--- src/rtl/trz_pkg.sv ---
`timescale 1ns / 1ps
// Package for the triangle rasterizer with depth buffer.
// Holds store geometry, command codes and the controller/datapath structs.
package trz_pkg;
    localparam int MaxCols   = 256;
    localparam int MaxRows   = 128;
    localparam int StoreSize = MaxCols * MaxRows;
    localparam int AddrW     = $clog2(StoreSize);
    localparam int ColW      = $clog2(MaxCols) + 1;
    localparam int RowW      = $clog2(MaxRows) + 1;
    localparam int NumW      = 48;
    localparam int DenW      = 24;
    localparam int QW        = 17;

    typedef enum logic [1:0] {
        CMD_CLEAR = 2'd0,
        CMD_DRAW  = 2'd1,
        CMD_READ  = 2'd2,
        CMD_NONE  = 2'd3
    } t_cmd;

    localparam logic CFG_COLS = 1'b0;
    localparam logic CFG_ROWS = 1'b1;

    typedef struct packed {
        t_cmd        command;
        logic [10:0] vx0, vy0;
        logic [15:0] vz0;
        logic [10:0] vx1, vy1;
        logic [15:0] vz1;
        logic [10:0] vx2, vy2;
        logic [15:0] vz2;
        logic [7:0]  fill_shade;
    } t_in_item;

    typedef struct packed {
        logic [7:0]  read_shade;
        logic [15:0] pixels_written;
    } t_out_item;

    typedef struct packed {
        logic load;        // capture item, start setup
        logic clr_start;   // reset sweep address
        logic clr_step;    // write one cleared entry, advance
        logic pix_start;   // begin scan at box origin
        logic pix_issue;   // compute pixel, read depth
        logic pix_mul;     // form products
        logic pix_sum;     // sum numerator
        logic div_start;   // start divider
        logic div_step;    // one quotient bit
        logic pix_commit;  // compare and write, advance
        logic rd_issue;    // issue read
        logic rd_take;     // capture read data
        logic res_load;    // move result into output register
    } t_ctl;

    typedef struct packed {
        logic skip;        // draw rejected (off screen or zero area)
        logic setup_done;
        logic clr_last;
        logic div_last;
        logic pix_last;
        logic rd_off;
    } t_sts;
endpackage

--- src/rtl/trz_ctrl.sv ---
`timescale 1ns / 1ps
// Controller state machine: sequences clear sweep, pixel scan and reads.
// Depends on trz_pkg.
module trz_ctrl (
    input  logic          i_clk,
    input  logic          i_rst_n,
    input  logic          i_in_valid,
    output logic          o_in_ready,
    input  trz_pkg::t_cmd i_cmd,
    output logic          o_out_valid,
    input  logic          i_out_ready,
    output trz_pkg::t_ctl o_ctl,
    input  trz_pkg::t_sts i_sts
);
    import trz_pkg::*;

    typedef enum logic [12:0] {
        S_IDLE  = 13'b0000000000001,
        S_SETUP = 13'b0000000000010,
        S_CLR   = 13'b0000000000100,
        S_ISSUE = 13'b0000000001000,
        S_MUL   = 13'b0000000010000,
        S_SUM   = 13'b0000000100000,
        S_DIV   = 13'b0000001000000,
        S_COMM  = 13'b0000010000000,
        S_RD    = 13'b0000100000000,
        S_RDW   = 13'b0001000000000,
        S_RDT   = 13'b0010000000000,
        S_DONE  = 13'b0100000000000,
        S_BOOT  = 13'b1000000000000
    } t_state;

    t_state r_state, n_state;
    t_cmd   r_cmd;
    logic   r_dstart;
    logic   r_out_valid;
    logic   r_boot;

    assign o_in_ready  = (r_state == S_IDLE);
    assign o_out_valid = r_out_valid;

    always_comb begin
        n_state = r_state;
        o_ctl = '0;
        case (r_state)
            S_BOOT: begin
                o_ctl.clr_start = 1'b1;
                n_state = S_CLR;
            end
            S_IDLE: begin
                if (i_in_valid && o_in_ready) begin
                    o_ctl.load = 1'b1;
                    n_state = S_SETUP;
                end
            end
            S_SETUP: begin
                if (i_sts.setup_done) begin
                    case (r_cmd)
                        CMD_CLEAR: begin
                            o_ctl.clr_start = 1'b1; n_state = S_CLR;
                        end
                        CMD_DRAW: begin
                            if (i_sts.skip) n_state = S_DONE;
                            else begin
                                o_ctl.pix_start = 1'b1; n_state = S_ISSUE;
                            end
                        end
                        CMD_READ: begin
                            if (i_sts.rd_off) n_state = S_RDT;
                            else n_state = S_RD;
                        end
                        default: n_state = S_DONE;
                    endcase
                end
            end
            S_CLR: begin
                o_ctl.clr_step = 1'b1;
                if (i_sts.clr_last) n_state = r_boot ? S_IDLE : S_DONE;
            end
            S_ISSUE: begin o_ctl.pix_issue = 1'b1; n_state = S_MUL; end
            S_MUL:   begin o_ctl.pix_mul = 1'b1; n_state = S_SUM; end
            S_SUM: begin
                o_ctl.pix_sum = 1'b1;
                n_state = S_DIV;
            end
            S_DIV: begin
                if (r_dstart) o_ctl.div_start = 1'b1;
                else begin
                    o_ctl.div_step = 1'b1;
                    if (i_sts.div_last) n_state = S_COMM;
                end
            end
            S_COMM: begin
                o_ctl.pix_commit = 1'b1;
                n_state = i_sts.pix_last ? S_DONE : S_ISSUE;
            end
            S_RD:  begin o_ctl.rd_issue = 1'b1; n_state = S_RDW; end
            S_RDW: n_state = S_RDT;
            S_RDT: begin o_ctl.rd_take = 1'b1; n_state = S_DONE; end
            S_DONE: begin
                if (!r_out_valid || i_out_ready) begin
                    o_ctl.res_load = 1'b1;
                    n_state = S_IDLE;
                end
            end
            default: n_state = S_IDLE;
        endcase
    end

    always_ff @(posedge i_clk) begin
        if (!i_rst_n) begin
            r_state <= S_BOOT;
            r_out_valid <= 1'b0;
            r_cmd <= CMD_NONE;
            r_dstart <= 1'b0;
            r_boot <= 1'b1;
        end else begin
            r_state <= n_state;
            r_dstart <= (r_state == S_SUM);
            if (o_ctl.load) r_cmd <= i_cmd;
            if ((r_state == S_CLR) && i_sts.clr_last) r_boot <= 1'b0;
            if (o_ctl.res_load) r_out_valid <= 1'b1;
            else if (r_out_valid && i_out_ready) r_out_valid <= 1'b0;
        end
    end

    a_onehot: assert property (@(posedge i_clk) disable iff (!i_rst_n)
        $onehot(r_state)) else $error("state not one-hot");
    a_no_accept_busy: assert property (@(posedge i_clk) disable iff (!i_rst_n)
        (r_state != S_IDLE) |-> !o_in_ready) else $error("ready while busy");
    a_done_valid: assert property (@(posedge i_clk) disable iff (!i_rst_n)
        (r_state == S_DONE) |=> r_out_valid) else $error("result not raised");
    a_commit_after_div: assert property (@(posedge i_clk) disable iff (!i_rst_n)
        (r_state == S_COMM) |-> $past(r_state == S_DIV)) else $error("commit order");
endmodule
--- config.mk ---
export PLATFORM = sky130hd
export DESIGN_NAME = trz_ctrl
export DESIGN_NICKNAME = d
export VERILOG_FILES = /design/src/rtl/trz_pkg.sv /design/src/rtl/trz_ctrl.sv
export SDC_FILE = /design/constraint.sdc
export NUM_CORES = 1
export LEC_CHECK = 0
export BUFFER_PORTS_ARGS = -buffer_cell sky130_fd_sc_hd__buf_2
export CAP_MARGIN = 5
export CELL_PAD_IN_SITES_DETAIL_PLACEMENT = 1
export CELL_PAD_IN_SITES_GLOBAL_PLACEMENT = 1
export CORE_MARGIN = 5
export CORE_UTILIZATION = 33
export DETAILED_ROUTE_END_ITERATION = 8
export PLACE_DENSITY_LB_ADDON = 0.15
export SLEW_MARGIN = 40
export SYNTH_ARGS = -nofsm -noshare
export SYNTH_HDL_FRONTEND = slang
export SYNTH_SLANG_ARGS = --single-unit
--- constraint.sdc ---
create_clock -name i_clk -period 1.7 [get_ports i_clk]
set_input_delay 0.085 -clock i_clk [delete_from_list [all_inputs] [get_ports i_clk]]
set_output_delay 0.085 -clock i_clk [all_outputs]
set_load 0.02 [all_outputs]
==> impl.org <==
** Outcome
- Run status :: complete, but fails checks
- Violated checks :: negative setup slack

** Yosys
- Total of warnings raised by yosys :: 0
- After synthesis, the share of flip-flops with an asynchronous set or reset is 0%.
- In the synthesized netlist the dominant register cell turns out to be sky130_fd_sc_hd__dfxtp_1.
- Post-synth EDFFs :: 0
- Number of storage elements in the synthesis netlist :: 18
- Post-synth cell types :: 49
- Post-Synthesis Cells :: roughly 140
- After synthesis, flip-flops and latches occupy 30.2% of the total area.
- Cell area after synthesis :: 1190 um2
- A synthesized cell averages 8.40 um2.
- Synthesis produced a netlist with a net count of 154.

** Run
- Number of max-cap violations :: 0

** STA
- The count of final hold-check violations is 0.
- Setup violations remaining at the end of the flow were counted as 28.
- In the final timing run, aggregate negative setup slack is -6.07 ns.
- In the post-route analysis, the smallest setup slack over all paths is -0.340 ns.
- Setup repair after global routing could not meet its margin everywhere.
- Max Transition Viols Final :: 0
- Based on the critical path, the design can be clocked at up to 0.490 GHz.
- For the pin with the worst max-slew slack, the measured transition is 0.476 ns.
- Final period utilization :: 120%
- For the final database, setup skew stands at 0.000849 ns.
- In this run the tightest slew margin relative to its limit is 67.9%.
- Subtracting the final worst setup slack from the clock period gives a little over 2 ns.

** Detailed routing
- Detailed-route via count :: 1,476
- After detailed routing, the number of remaining DRC violations is 0.
- The count of nets left with antenna violations once routing finished came out at 0.
- Using the TritonRoute via totals, the vias-per-cell ratio works out to 5.49.
- Total routed wirelength :: 6010 um
- Starting DRT DRC Count :: 73
- In the final routed layout, each cell accounts on average for 22.3 um.
- The first detailed-routing pass took 4 iterations.

** Floorplanning
- Overall die area :: 4920 um2
- Number of top-level pins :: 27
- The floorplan step set the die height to 70.1 um.
- Die Wd :: 70.1 um
- The floorplan step defined a core boundary enclosing 3420 um2.
- Starting utilization of the core area :: 34.9%
- The floorplan has 21 rows.

** Critical path
- Walking the worst path, the cells encountered are or3_4 -> nor3_4 -> buf_6 -> buf_6 -> nand4_1 -> nor4bb_4 -> buf_4 -> nor3_2.
- CP top delay family :: simple AND/OR/NAND/NOR gates
- Critical Path Start Type :: flop
- For the worst setup path, the data required time is 1.94 ns.
- In this run the worst setup path begins at r_state[10].
- Crit-path most repeated cell :: sky130_fd_sc_hd__buf_6
- Crit path max fanout :: 4
- Worst path max stage delay :: 0.41 ns
- Number of buffers and inverters on the critical path :: 3
- Cell at the slowest stage of the critical path :: sky130_fd_sc_hd__or3_4
- Worst setup EP type :: flop
- The worst register-to-register path begins at r_state[10].
- The critical path is of the flop to flop type.
- Arrival time reported for the critical path endpoint :: roughly 2.3 ns

** Global route
- Overall track demand over capacity in global routing :: 20.9%
- Number of antenna violations at the first check in global routing :: 0
- Total grt overflow :: 0
- Largest net degree at the start of global routing :: 12
- The number of global-route vias before repair was around 1,600.
- The first global-routing pass estimated approximately 8200 um of wire.

** Pwr
- Leak :: 0.965 nW
- Largest vdd supply drop :: 0.411 mV
- Overall power consumption after layout is estimated at 1.12 mW.
- Dividing total power by cell area gives a power density of between 500 and 600 nW/um2.

** Finish
- Commonest non-fill, non-tap cell in the layout :: sky130_fd_sc_hd__buf_4
- Compared with the post-synthesis result, the final layout area differs by 84.7%.
- The filler cells instantiated in the layout total 400.
- Area used by multi-input combinational logic :: about 1000 um2
- Final design utilization :: 64.5%
- The post-route netlist has slightly above 60% of its cells at a drive strength greater than 1.
- Layout Nets :: roughly 240
- Sequential cell area in the final layout :: 382 um2
- ANT cells :: 0
- Number of cells in the finished layout apart from fillers :: 269
- Most frequent cells in the layout :: 46 x sky130_fd_sc_hd__buf_4, 25 x sky130_fd_sc_hd__buf_6, 13 x sky130_fd_sc_hd__buf_2, 9 x sky130_fd_sc_hd__nor2_1, 9 x sky130_fd_sc_hd__dfxtp_1

** CTS
- Total clock buffers created by CTS :: 3
- Clock sink count :: 18
- Clock tree from TritonCTS :: yes
- For the worst-skew pair, the clock arrives at the later sink with an insertion delay of around 0.31 ns.
- Clock transition at the registers of the reported paths :: 0.11 ns
- Root Buffer Master :: sky130_fd_sc_hd__clkbuf_4
- H-tree levels :: 1
- In this run the deepest clock path goes through 2 buffers.

** Place
- During placement, the flow inserted port buffers numbering 26.
- Placer Congestion :: 0.869
- HPWL after detailed placement :: roughly 3300 um
- Placed cells :: 237

** Min path
- Min-Delay Startpoint :: i_sts[3]
- The tightest min-delay check is of the input pin to flop type.
state kept, by name, indices dropped and copies added (netlist names):
signal and count:
o_out_valid 1, r_boot 1, r_cmd 2, r_dstart 1, r_state 13
logic make-up (layout without fill, tap and decap cells):
family | count (synthesis) | count (layout) | share of synthesized area [%]
and+or+nand+nor | 83 | 83 | 46.5
AOI/OAI and AO/OA | 23 | 23 | 12.6
DFF | 18 | 18 | 30.2
buffers and inverters | 12 | 93 | 6.09
xor gates and xnor gates | 4 | 4 | 2.94
muxes | 2 | 2 | 1.68
worst register-to-register path, delay by kind of cell, from the launching register on:
family	cells	cell delay [ns]
buffers and inverters	3	0.45
and+or+nand+nor	5	1.14
DFF	1	0.37
stage by stage:
| stage | cell area, um2 | hold slack (ns) | setup slack [ns] |
|---|---|---|---|
| after floorplan | 1220 | 0.163 | -0.130 |
| after global placement | 1580 | 0.281 | -0.208 |
| after detailed placement | 1580 | 0.286 | -0.296 |
| after CTS | 1940 | 0.0565 | -0.301 |
| after global routing | 2200 | 0.0612 | -0.452 |
| final | 2200 | 0.0572 | -0.340 |
final timing paths:
| check | end | slack, ns | cells past startpoint |
|---|---|---|---|
| max | r_state[10] | -0.34 | 8 |
| min | r_boot | 0.06 | 4 |
| max reg2reg | r_state[10] | -0.34 | 8 |
| min reg2reg | r_boot | 0.50 | 2 |
layer usage:
metal	wire length, um	vias up	GRT usage [%]
met4	153	0	7.02
met3	217	12	3.16
met1	2610	741	24.7
met2	3030	31	38.2
li1	-	692	-
met5	0	-	0
final cells by class:
cell class              count  area share, %
flip-flops and latches     18           17.3
multi-input cells         112           45.7
clock buffers               3           1.02
repair buffers             87           32.8
inverters                   3          0.511
well taps                  46           2.61
synthesized netlist by cell type (2+ instances only):
library cell,n,area [um2]
sky130_fd_sc_hd__nor3_1,8,40.0
sky130_fd_sc_hd__nand4_1,4,25.0
sky130_fd_sc_hd__nor4_1,3,18.8
sky130_fd_sc_hd__nor4b_1,4,35.0
sky130_fd_sc_hd__nor2_1,12,45.0
sky130_fd_sc_hd__nand3_1,5,25.0
sky130_fd_sc_hd__nor2b_1,4,25.0
sky130_fd_sc_hd__o21a_1,3,22.5
sky130_fd_sc_hd__inv_1,3,11.3
sky130_fd_sc_hd__and2_1,3,18.8
sky130_fd_sc_hd__o21ai_0,7,35.0
sky130_fd_sc_hd__nor3b_1,2,15.0
sky130_fd_sc_hd__nand4b_1,2,17.5
sky130_fd_sc_hd__dfxtp_1,18,360
sky130_fd_sc_hd__buf_4,2,15.0
sky130_fd_sc_hd__nor4bb_1,2,20.0
sky130_fd_sc_hd__nand2b_1,4,25.0
sky130_fd_sc_hd__xor2_1,4,35.0
sky130_fd_sc_hd__and3b_1,2,17.5
sky130_fd_sc_hd__buf_2,4,20.0
sky130_fd_sc_hd__nand2_1,9,33.8
sky130_fd_sc_hd__buf_6,2,22.5
sky130_fd_sc_hd__mux2i_1,2,20.0
sky130_fd_sc_hd__and3_1,4,25.0
sky130_fd_sc_hd__and4_1,2,17.5
sky130_fd_sc_hd__a21oi_1,4,20.0
what timing repair did:
item / CTS / global route
hold buffers: 3 / 0
resized for setup: 55 / 43
cloned: 0 / 0
hold endpoints to repair: 3 / 0
pin swaps: 15 / 23
buffers inserted: 16 / 15
setup endpoints to repair: 29 / 30
power breakdown:
group,leakage [nW],internal (mW),switching (mW)
clock network,0.0138,0.0831,0.152
registers,0.152,0.431,0.0258
logic,0.800,0.217,0.211
Power figures use the tool's default switching activity.
